`src/hw/rtl/spt_pkg.sv`:
```
// Shared types and constants for the slot pool with time-to-live eviction.
`timescale 1ns / 1ps

package spt_pkg;

  localparam int unsigned SLOT_W = 6;
  localparam int unsigned LIFE_W = 6;
  localparam int unsigned MODE_W = 3;
  localparam int unsigned APB_AW = 3;
  localparam int unsigned APB_DW = 32;

  localparam logic [LIFE_W-1:0] HOLD_RESET = 6'h3C;
  localparam logic [LIFE_W-1:0] NEW_LIFE   = 6'd1;

  // Command codes; the two remaining codes change nothing
  localparam logic [MODE_W-1:0] MODE_ALLOC   = 3'd0;
  localparam logic [MODE_W-1:0] MODE_RELEASE = 3'd1;
  localparam logic [MODE_W-1:0] MODE_TOUCH   = 3'd2;
  localparam logic [MODE_W-1:0] MODE_TICK    = 3'd3;
  localparam logic [MODE_W-1:0] MODE_FLUSH   = 3'd4;
  localparam logic [MODE_W-1:0] MODE_QUERY   = 3'd5;

  // Register select taken from the word address bit
  localparam logic REG_HOLD_TICKS = 1'b0;

  typedef struct packed {
    logic [MODE_W-1:0] mode;
    logic [SLOT_W-1:0] slot_index;
  } cmd_t;

  typedef struct packed {
    logic [SLOT_W-1:0] result_slot;
    logic              success;
    logic              fresh_buffer;
    logic              buffer_present;
  } res_t;

  // Broadcast from the sequencer to every cell
  typedef struct packed {
    logic              apply;
    logic [MODE_W-1:0] mode;
    logic [SLOT_W-1:0] idx;
    logic [LIFE_W-1:0] hold;
  } cell_ctl_t;

  // Per-cell status back to the sequencer
  typedef struct packed {
    logic hit_buf;
    logic grant;
  } cell_stat_t;

  typedef enum logic [1:0] {
    ST_IDLE,
    ST_SCAN,
    ST_READ,
    ST_EMIT
  } seq_state_t;

endpackage

```
`src/hw/rtl/spt_stream_if.sv`:
```
// Valid/ready stream channel carrying one payload of a chosen type.
`timescale 1ns / 1ps

interface spt_stream_if #(parameter type T = logic);
  logic valid;
  logic ready;
  T     data;

  modport source (output valid, output data, input ready);
  modport sink (input valid, input data, output ready);
endinterface

```
`src/hw/rtl/spt_cell.sv`:
```
// One slot of the pool: flags, life counter and the allocate search token.
`timescale 1ns / 1ps

module spt_cell
  import spt_pkg::*;
#(
  parameter int unsigned INDEX = 0
) (
  input  logic       clk,
  input  logic       rst,
  input  cell_ctl_t  ctl,
  input  logic       token_in,
  output logic       token_out,
  output cell_stat_t stat
);

  localparam bit                ADDRESSABLE = (INDEX < 64);
  localparam logic [SLOT_W-1:0] MY_IDX      = SLOT_W'(INDEX);

  logic              allocated, allocated_next;
  logic              buffered, buffered_next;
  logic [LIFE_W-1:0] life, life_next;
  logic              search;
  logic              match;
  logic              claim;

  // Decode own address and the search token
  assign match     = ADDRESSABLE && (ctl.idx == MY_IDX);
  assign claim     = search & ~allocated;
  assign token_out = search & allocated;

  assign stat.hit_buf = match & buffered;
  assign stat.grant   = claim;

  // Work out the next slot state for this cycle's command
  always_comb begin
    allocated_next = allocated;
    buffered_next  = buffered;
    life_next      = life;
    if (claim) begin
      allocated_next = 1'b1;
      buffered_next  = 1'b0;
      life_next      = NEW_LIFE;
    end else if (ctl.apply) begin
      case (ctl.mode)
        MODE_RELEASE: begin
          if (match) begin
            allocated_next = 1'b0;
            buffered_next  = 1'b0;
            life_next      = '0;
          end
        end
        MODE_TOUCH: begin
          if (match) begin
            life_next     = ctl.hold;
            buffered_next = 1'b1;
          end
        end
        MODE_TICK: begin
          if (allocated && buffered) begin
            if (life <= LIFE_W'(1)) buffered_next = 1'b0;
            if (life != '0) life_next = life - LIFE_W'(1);
          end
        end
        MODE_FLUSH: begin
          if (allocated) begin
            life_next     = '0;
            buffered_next = 1'b0;
          end
        end
        default: begin
        end
      endcase
    end
  end

  // Hold slot state, pass the token on each cycle
  always_ff @(posedge clk) begin
    if (rst) begin
      allocated <= 1'b0;
      buffered  <= 1'b0;
      life      <= '0;
      search    <= 1'b0;
    end else begin
      allocated <= allocated_next;
      buffered  <= buffered_next;
      life      <= life_next;
      search    <= token_in;
    end
  end

endmodule

```
`src/hw/rtl/slot_pool_with_ttl_eviction.sv`:
```
// Top level of the slot pool with time-to-live eviction.
//
// Commands arrive as transactions on the cmd channel (mode, slot_index) and
// each one produces exactly one transaction on the res channel (result_slot,
// success, fresh_buffer, buffer_present). Commands are handled one at a time.
// For release, touch, tick, flush-all, query and unknown codes, every slot
// cell updates in the acceptance cycle and the addressed cell is read back
// the cycle after.
// Allocate walks a search token down the row of cells, one cell per cycle,
// so its search time grows with the index of the lowest free slot; that
// walk sets the allocate rate.
// A new command is taken only after the previous one has loaded its result
// into the output register.
// A finished result sits in the output register while the next command is
// taken; if the receiver stalls with a result still waiting, the block holds
// the next result internally and accepts nothing further until it drains.
// The hold_ticks register is written over the APB port at address 0.
// Synchronous reset empties the pool (all slots free, no buffers, life 0)
// and loads hold_ticks with 60.
`timescale 1ns / 1ps

module slot_pool_with_ttl_eviction
  import spt_pkg::*;
#(
  parameter int unsigned SLOT_COUNT = 64
) (
  input  logic              clk,
  input  logic              rst,
  spt_stream_if.sink        cmd,
  spt_stream_if.source      res,
  input  logic              psel,
  input  logic              penable,
  input  logic              pwrite,
  input  logic [APB_AW-1:0] paddr,
  input  logic [APB_DW-1:0] pwdata,
  output logic [APB_DW-1:0] prdata,
  output logic              pready
);

  localparam int unsigned REACH = (SLOT_COUNT < 64) ? SLOT_COUNT : 64;
  localparam int unsigned POS_W = (REACH > 1) ? $clog2(REACH) : 1;

  seq_state_t        state, state_next;
  logic [LIFE_W-1:0] hold_ticks;
  logic [MODE_W-1:0] cmd_mode;
  logic [SLOT_W-1:0] cmd_idx;
  logic              pre_buffered;
  logic [POS_W-1:0]  scan_pos;
  res_t              pending;
  res_t              out_data;
  logic              out_valid;

  logic              accept;
  logic              start;
  logic              out_load;
  logic              grant_any;
  logic              fail;
  logic              any_hit;
  logic              in_pool;
  cell_ctl_t         ctl;

  logic [SLOT_COUNT-1:0] token;
  logic [SLOT_COUNT-1:0] pass;
  logic [SLOT_COUNT-1:0] hit_vec;
  logic [SLOT_COUNT-1:0] grant_vec;

  // Configuration port
  assign pready = 1'b1;
  assign prdata = (paddr[2] == REG_HOLD_TICKS) ? APB_DW'(hold_ticks) : '0;

  always_ff @(posedge clk) begin
    if (rst) begin
      hold_ticks <= HOLD_RESET;
    end else if (psel && penable && pwrite && (paddr[2] == REG_HOLD_TICKS)) begin
      hold_ticks <= pwdata[LIFE_W-1:0];
    end
  end

  // Handshake terms
  assign accept   = cmd.valid & cmd.ready;
  assign start    = accept & (cmd.data.mode == MODE_ALLOC);
  assign out_load = (state == ST_EMIT) && (!out_valid || res.ready);

  // Broadcast to the cells: live command on acceptance, held index afterwards
  assign ctl.apply = accept;
  assign ctl.mode  = cmd.data.mode;
  assign ctl.idx   = (state == ST_IDLE) ? cmd.data.slot_index : cmd_idx;
  assign ctl.hold  = hold_ticks;

  // Row of slot cells with the search token chain
  for (genvar i = 0; i < SLOT_COUNT; i++) begin : g_cell
    cell_stat_t cstat;

    if (i == 0) begin : g_head
      assign token[i] = start;
    end else if (i < REACH) begin : g_link
      assign token[i] = pass[i-1];
    end else begin : g_tail
      assign token[i] = 1'b0;
    end

    spt_cell #(
      .INDEX(i)
    ) u_cell (
      .clk      (clk),
      .rst      (rst),
      .ctl      (ctl),
      .token_in (token[i]),
      .token_out(pass[i]),
      .stat     (cstat)
    );

    assign hit_vec[i]   = cstat.hit_buf;
    assign grant_vec[i] = cstat.grant;
  end

  assign any_hit   = |hit_vec;
  assign grant_any = |grant_vec;
  assign fail      = pass[REACH-1];
  assign in_pool   = (32'(cmd_idx) < SLOT_COUNT);

  // Next state
  always_comb begin
    state_next = state;
    unique case (state)
      ST_IDLE: begin
        if (accept) state_next = (cmd.data.mode == MODE_ALLOC) ? ST_SCAN : ST_READ;
      end
      ST_SCAN: begin
        if (grant_any || fail) state_next = ST_EMIT;
      end
      ST_READ: begin
        state_next = ST_EMIT;
      end
      ST_EMIT: begin
        if (out_load) state_next = ST_IDLE;
      end
      default: begin
        state_next = ST_IDLE;
      end
    endcase
  end

  // Outputs of the sequencer
  always_comb begin
    cmd.ready = 1'b0;
    unique case (state)
      ST_IDLE: cmd.ready = 1'b1;
      default: cmd.ready = 1'b0;
    endcase
  end

  always_ff @(posedge clk) begin
    if (rst) begin
      state <= ST_IDLE;
    end else begin
      state <= state_next;
    end
  end

  // Latch the command and form the result
  always_ff @(posedge clk) begin
    if (accept) begin
      cmd_mode     <= cmd.data.mode;
      cmd_idx      <= cmd.data.slot_index;
      pre_buffered <= any_hit;
      scan_pos     <= '0;
    end else if (state == ST_SCAN) begin
      scan_pos <= scan_pos + POS_W'(1);
    end

    if (state == ST_SCAN) begin
      if (grant_any) begin
        pending.result_slot    <= SLOT_W'(scan_pos);
        pending.success        <= 1'b1;
        pending.fresh_buffer   <= 1'b0;
        pending.buffer_present <= 1'b0;
      end else if (fail) begin
        pending <= '0;
      end
    end else if (state == ST_READ) begin
      pending.result_slot    <= cmd_idx;
      pending.success        <= 1'b1;
      pending.fresh_buffer   <= (cmd_mode == MODE_TOUCH) & in_pool & ~pre_buffered;
      pending.buffer_present <= any_hit;
    end

    if (out_load) begin
      out_data <= pending;
    end
  end

  // Output register
  always_ff @(posedge clk) begin
    if (rst) begin
      out_valid <= 1'b0;
    end else if (out_load) begin
      out_valid <= 1'b1;
    end else if (res.ready) begin
      out_valid <= 1'b0;
    end
  end

  assign res.valid = out_valid;
  assign res.data  = out_data;

  // Only one cell may claim during a search
  a_single_grant: assert property (@(posedge clk) disable iff (rst)
    $onehot0(grant_vec))
    else $error("more than one slot granted in a cycle");

  // Claims happen only while searching
  a_grant_in_scan: assert property (@(posedge clk) disable iff (rst)
    grant_any |-> (state == ST_SCAN))
    else $error("slot claimed outside a search");

  // Search position stays within reach
  a_scan_bound: assert property (@(posedge clk) disable iff (rst)
    (state == ST_SCAN) |-> (32'(scan_pos) < REACH))
    else $error("search ran past the last reachable slot");

  // A loaded result is presented next cycle
  a_emit_valid: assert property (@(posedge clk) disable iff (rst)
    out_load |=> res.valid)
    else $error("result lost at the output register");

endmodule

```
`src/flat_wrapper.sv`:
```
// flat-port wrapper written by rule: the top's interface ports become plain ports
module slot_pool_with_ttl_eviction_flat import spt_pkg::*;
#(
  parameter int unsigned SLOT_COUNT = 64
)
  (clk, rst, psel, penable, pwrite, paddr, pwdata, prdata, pready, cmd_valid, cmd_data, cmd_ready, res_valid, res_data, res_ready);
  spt_stream_if #(.T(cmd_t)) cmd_i ();
  spt_stream_if #(.T(res_t)) res_i ();
  input  logic clk;
  input  logic rst;
  input  logic psel;
  input  logic penable;
  input  logic pwrite;
  input  logic [APB_AW-1:0] paddr;
  input  logic [APB_DW-1:0] pwdata;
  output logic [APB_DW-1:0] prdata;
  output logic pready;
  input wire logic [$bits(cmd_i.valid)-1:0] cmd_valid;
  input wire logic [$bits(cmd_i.data)-1:0] cmd_data;
  output wire logic [$bits(cmd_i.ready)-1:0] cmd_ready;
  output wire logic [$bits(res_i.valid)-1:0] res_valid;
  output wire logic [$bits(res_i.data)-1:0] res_data;
  input wire logic [$bits(res_i.ready)-1:0] res_ready;
  assign cmd_i.valid = cmd_valid;
  assign cmd_i.data = cmd_data;
  assign cmd_ready = cmd_i.ready;
  assign res_valid = res_i.valid;
  assign res_data = res_i.data;
  assign res_i.ready = res_ready;
  slot_pool_with_ttl_eviction #(.SLOT_COUNT(SLOT_COUNT)) u_core (.clk(clk), .rst(rst), .cmd(cmd_i), .res(res_i), .psel(psel), .penable(penable), .pwrite(pwrite), .paddr(paddr), .pwdata(pwdata), .prdata(prdata), .pready(pready));
endmodule
```
`config.mk`:
```
export PLATFORM = sky130hd
export DESIGN_NAME = slot_pool_with_ttl_eviction_flat
export DESIGN_NICKNAME = d
export VERILOG_FILES = /design/src/hw/rtl/spt_pkg.sv /design/src/hw/rtl/spt_stream_if.sv /design/src/hw/rtl/spt_cell.sv /design/src/hw/rtl/slot_pool_with_ttl_eviction.sv /design/src/flat_wrapper.sv
export SDC_FILE = /design/constraint.sdc
export NUM_CORES = 2
export LEC_CHECK = 0
export BUFFER_PORTS_ARGS = -buffer_cell sky130_fd_sc_hd__buf_2
export CAP_MARGIN = 15
export CORE_MARGIN = 2
export CORE_UTILIZATION = 30
export CTS_BUF_LIST = sky130_fd_sc_hd__clkbuf_8 sky130_fd_sc_hd__clkbuf_16
export DETAILED_ROUTE_END_ITERATION = 10
export PLACE_DENSITY_LB_ADDON = 0.2
export SYNTH_ARGS = -nofsm -noshare
export SYNTH_HDL_FRONTEND = slang
export SYNTH_SLANG_ARGS = --single-unit
```
`constraint.sdc`:
```
create_clock -name clk -period 4 [get_ports clk]
set_input_delay 0.6 -clock clk [delete_from_list [all_inputs] [get_ports clk]]
set_output_delay 0.6 -clock clk [all_outputs]
set_load 0.05 [all_outputs]
```
==> impl_metrics.csv <==
group,metric,value,unit
layout,drive_gt1_share,7.27,%
routing,drtIter0Drc,3241,
die,dieHeight,343,µm
worst_setup_path,cp_max_fo,11,
global_route,antenna_found_initial,5,
sta,finalSetupViolations,0,
sta,clock.fmax,0.261,GHz
placement,dp_hpwl,86.1,mm
worst_setup_path,crit_buf_inv,2,
die,num_rows,124,
synthesis,ys_top_cells_by_area,"dfxtp_1, o21ai_0, nor2_1, a21oi_1, nand2_1",
sta,worst_pin_slew,1.18,ns
die,core-area,114000,µm²
synthesis,synth_top_cell_by_area,"dfxtp_1",
flow_run,max_cap_viol_count,0,
power_and_ir_drop,vdd_drop_max,0.250,mV
synthesis,synth_cell_types,84,
worst_setup_path,worstReg2RegStart,"u_core.state[1]$_SDFFE_PP0P_",
hold_path,min_from,"cmd_data[1]",
power_and_ir_drop,power.density,457,nW/µm²
die,io_pins,95,
sta,tns,0,ns
sta,hold_viol_final,0,
worst_setup_path,ff2ff_setup_slack,0.16,ns
sta,period_minus_slack,3.84,ns
worst_setup_path,crit_chain,"inv_1 -> ha_1 -> mux2i_4 -> nand2_1 -> buf_4 -> or3_1 -> a21oi_1 -> o21ai_1 -> or3_1 -> a21oi_1",
worst_setup_path,slowest_delay,0.48,ns
cts,cts.path.max_buffers,3,
sta,slew_headroom,21.1,%
layout,area_delta_synth_final,13.8,%
worst_setup_path,crit_arrival,4.40,ns
routing,post-route-drc-count,0,
routing,drt_pre_antenna_iters,6,
global_route,grt_pass1_wl,193,mm
cts,path_clk_slew,0.06,ns
routing,drt-total-wl,127,mm
sta,rsz0062_at_grt,"false",
cts,clk_latency,0.64,ns
routing,vias,34325,
layout,utilization,34.4,%
hold_path,hold_path_depth,1,
hold_path,hold_class,"primary input to flip-flop",
placement,port_buffers,39,
die,design.die.area,118000,µm²
global_route,grt.total_usage,21.0,%
worst_setup_path,slowest_stage,"mux2i_4",
synthesis,yosys.area.top_type_share,34.4,%
outcome,status,"completed",
global_route,first_global_vias,30962,
synthesis,synth.yosys.warnings,0,
synthesis,synthCells,4646,
placement,gp_congestion,0.935,
routing,antenna_left,0,
die,start_util,30.2,%
worst_setup_path,r2r_end,"u_core.g_cell[25].u_cell.life[5]$_SDFFE_PP0P_",
hold_path,whs_endpoint,"u_core.cmd_idx[1]$_DFFE_PP_",
synthesis,synth_seq_cells,619,
synthesis,synthFlopType,"dfxtp_1",
worst_setup_path,startpoint_type,"flip-flop",
layout,n_fill_cell,12122,
global_route,grt_max_degree,89,
die,die_w,343,µm
sta,timing.final.crit_share,95.9,%
cts,clock-sinks,619,
cts,cts_tree,"done",
layout,nets,4837,
sta,slew_violations,0,
global_route,overflow,0,
sta,fin_skew,0.0231,ns
synthesis,seq_area_frac_synth,36.8,%
cts,root_buffer,"clkbuf_16",
worst_setup_path,crit_type,"flip-flop to flip-flop",
worst_setup_path,critPathTopFamily,"simple AND/OR/NAND/NOR gates",
cts,cts_buffers,76,
synthesis,synth_edf_count,28,
synthesis,synth_area,34400,µm²
layout,seqCellArea,12700,µm²
synthesis,syn_avg_cell_area,7.41,µm²
routing,avgViaCountPerCell,5.52,
synthesis,synthArstFlopShare,0,%
layout,multi_input_comb_area,20200,µm²
power_and_ir_drop,p_leak,0.0137,µW
worst_setup_path,r2r_cells,10,
routing,routedWlPerCell,20.5,µm
worst_setup_path,crit_path_end_kind,"flip-flop",
worst_setup_path,cp_data_required_time,4.56,ns
cts,htree_levels,3,
## where the power goes
part	internal (µW)	leakage, µW	switching (µW)
clock network	4100	0.00131	2850
registers	6600	0.00503	279
logic	1280	0.00740	2820
total	12000	0.0137	5950
## flip-flops by register name, summed over array words and instances, names as in the netlist
register                        cells
u_core.g_cell.u_cell.life         384
u_core.g_cell.u_cell.allocated     64
u_core.g_cell.u_cell.buffered      64
u_core.g_cell.u_cell.search        64
u_core.pending                      9
u_core.res.data                     9
u_core.cmd_idx                      6
u_core.hold_ticks                   6
u_core.scan_pos                     6
u_core.cmd_mode                     3
u_core.state                        2
u_core.pre_buffered                 1
u_core.res.valid                    1
## timing repair
item | CTS | global route
resized for setup | 1 | 1
endpoints found under the setup margin | 3 | 4
pin swaps | 0 | 0
buffers inserted | 0 | 0
hold buffers | 0 | 0
## per-layer routing
| layer | track usage, % | vias up | share of wire [%] |
|---|---|---|---|
| met5 | 0 | - | 0.010 |
| met1 | 29.3 | 16413 | 46 |
| li1 | - | 16603 | - |
| met3 | 3.08 | 226 | 6.0 |
| met4 | 7.05 | 2 | 3.3 |
| met2 | 33.1 | 1081 | 44 |
## worst max-delay path by stage
stage	start	end	cells past startpoint
6_report	u_core.state[1]$_SDFFE_PP0P_	u_core.g_cell[25].u_cell.life[5]$_SDFFE_PP0P_	10
5_1_grt	u_core.state[0]$_SDFFE_PP0P_	u_core.g_cell[25].u_cell.life[5]$_SDFFE_PP0P_	10
4_1_cts	u_core.state[1]$_SDFFE_PP0P_	u_core.g_cell[25].u_cell.life[5]$_SDFFE_PP0P_	10
3_5_place_dp	u_core.state[0]$_SDFFE_PP0P_	u_core.g_cell[48].u_cell.life[5]$_SDFFE_PP0P_	10
3_3_place_gp	u_core.state[0]$_SDFFE_PP0P_	u_core.g_cell[48].u_cell.life[5]$_SDFFE_PP0P_	10
2_1_floorplan	u_core.state[0]$_SDFFE_PP0P_	u_core.pending[0]$_SDFFCE_PN0P_	12
## cells in the mapped netlist, types with 7 or more instances
cell and n:
a211o_1 10, a211oi_1 73, a21o_1 20, a21oi_1 451, a22oi_1 81, a31oi_1 90
and3_1 23, buf_1 8, buf_2 42, buf_4 33, clkbuf_1 181, dfxtp_1 591
edfxtp_1 28, ha_1 134, inv_1 147, mux2i_1 25, nand2_1 470, nand2b_1 179
nand3_1 35, nand3b_1 7, nand4_1 19, nor2_1 632, nor2b_1 19, nor3_1 116
nor3b_1 15, nor3b_2 11, nor4_1 99, o2111ai_1 38, o211a_1 32, o211ai_1 16
o21a_1 32, o21ai_0 724, o21ai_1 47, o22ai_1 13, or2_0 11, or2_2 8
or3_1 74, or4_1 8
## cell type report
type	count	share of cell area [%]
clock inverters	38	0.664
inverters	150	1.44
clock buffers	95	5.61
repair buffers	172	3.70
flip-flops and latches	619	32.3
diodes	2	0.0128
well taps	1512	4.83
multi-input cells	3633	51.4
## layout by cell type, fill, tap and decap left out, types with 10 or more instances in the layout
cell type	count
nor3_1	115
edfxtp_1	28
o2111ai_1	38
a211oi_1	73
a31oi_1	90
a21o_1	20
buf_12	20
o21a_1	32
nand2b_1	179
o211a_1	32
a21oi_1	451
a22oi_1	81
nand2_1	464
o211ai_1	16
nor2b_1	18
conb_1	27
nand3_1	35
buf_2	38
a211o_1	10
dfxtp_1	591
o21ai_0	724
ha_1	133
buf_4	111
o22ai_1	13
or2_0	11
clkbuf_8	16
nor3b_1	14
inv_1	174
clkbuf_16	79
mux2i_1	25
nor2_1	631
nand4_1	19
nor3b_2	12
o21ai_1	47
nor4_1	99
or3_1	74
and3_1	22
## cells by family after synthesis
kind of cell	synth area share [%]
and+or+nand+nor	23.9
AOI/OAI and AO/OA	28.2
DFF	36.8
buffers and inverters	5.17
adders and majority gates	4.87
muxes	0.923
xor gates and xnor gates	0.127
other	0.0218
## stage by stage
step	instances	total power (µW)	setup slack [ns]	hold WS, ns	cell area, µm²
floorplan	4671	9750	0.825	0.400	34500
global placement	6084	11000	0.0523	0.405	36700
detailed placement	6084	11000	0.00262	0.406	36700
CTS	6217	18000	0.197	0.169	39200
global route	6219	18800	0.0123	0.188	39200
finish	6221	17900	0.162	0.206	39200
(Power assumes the default switching activity.)
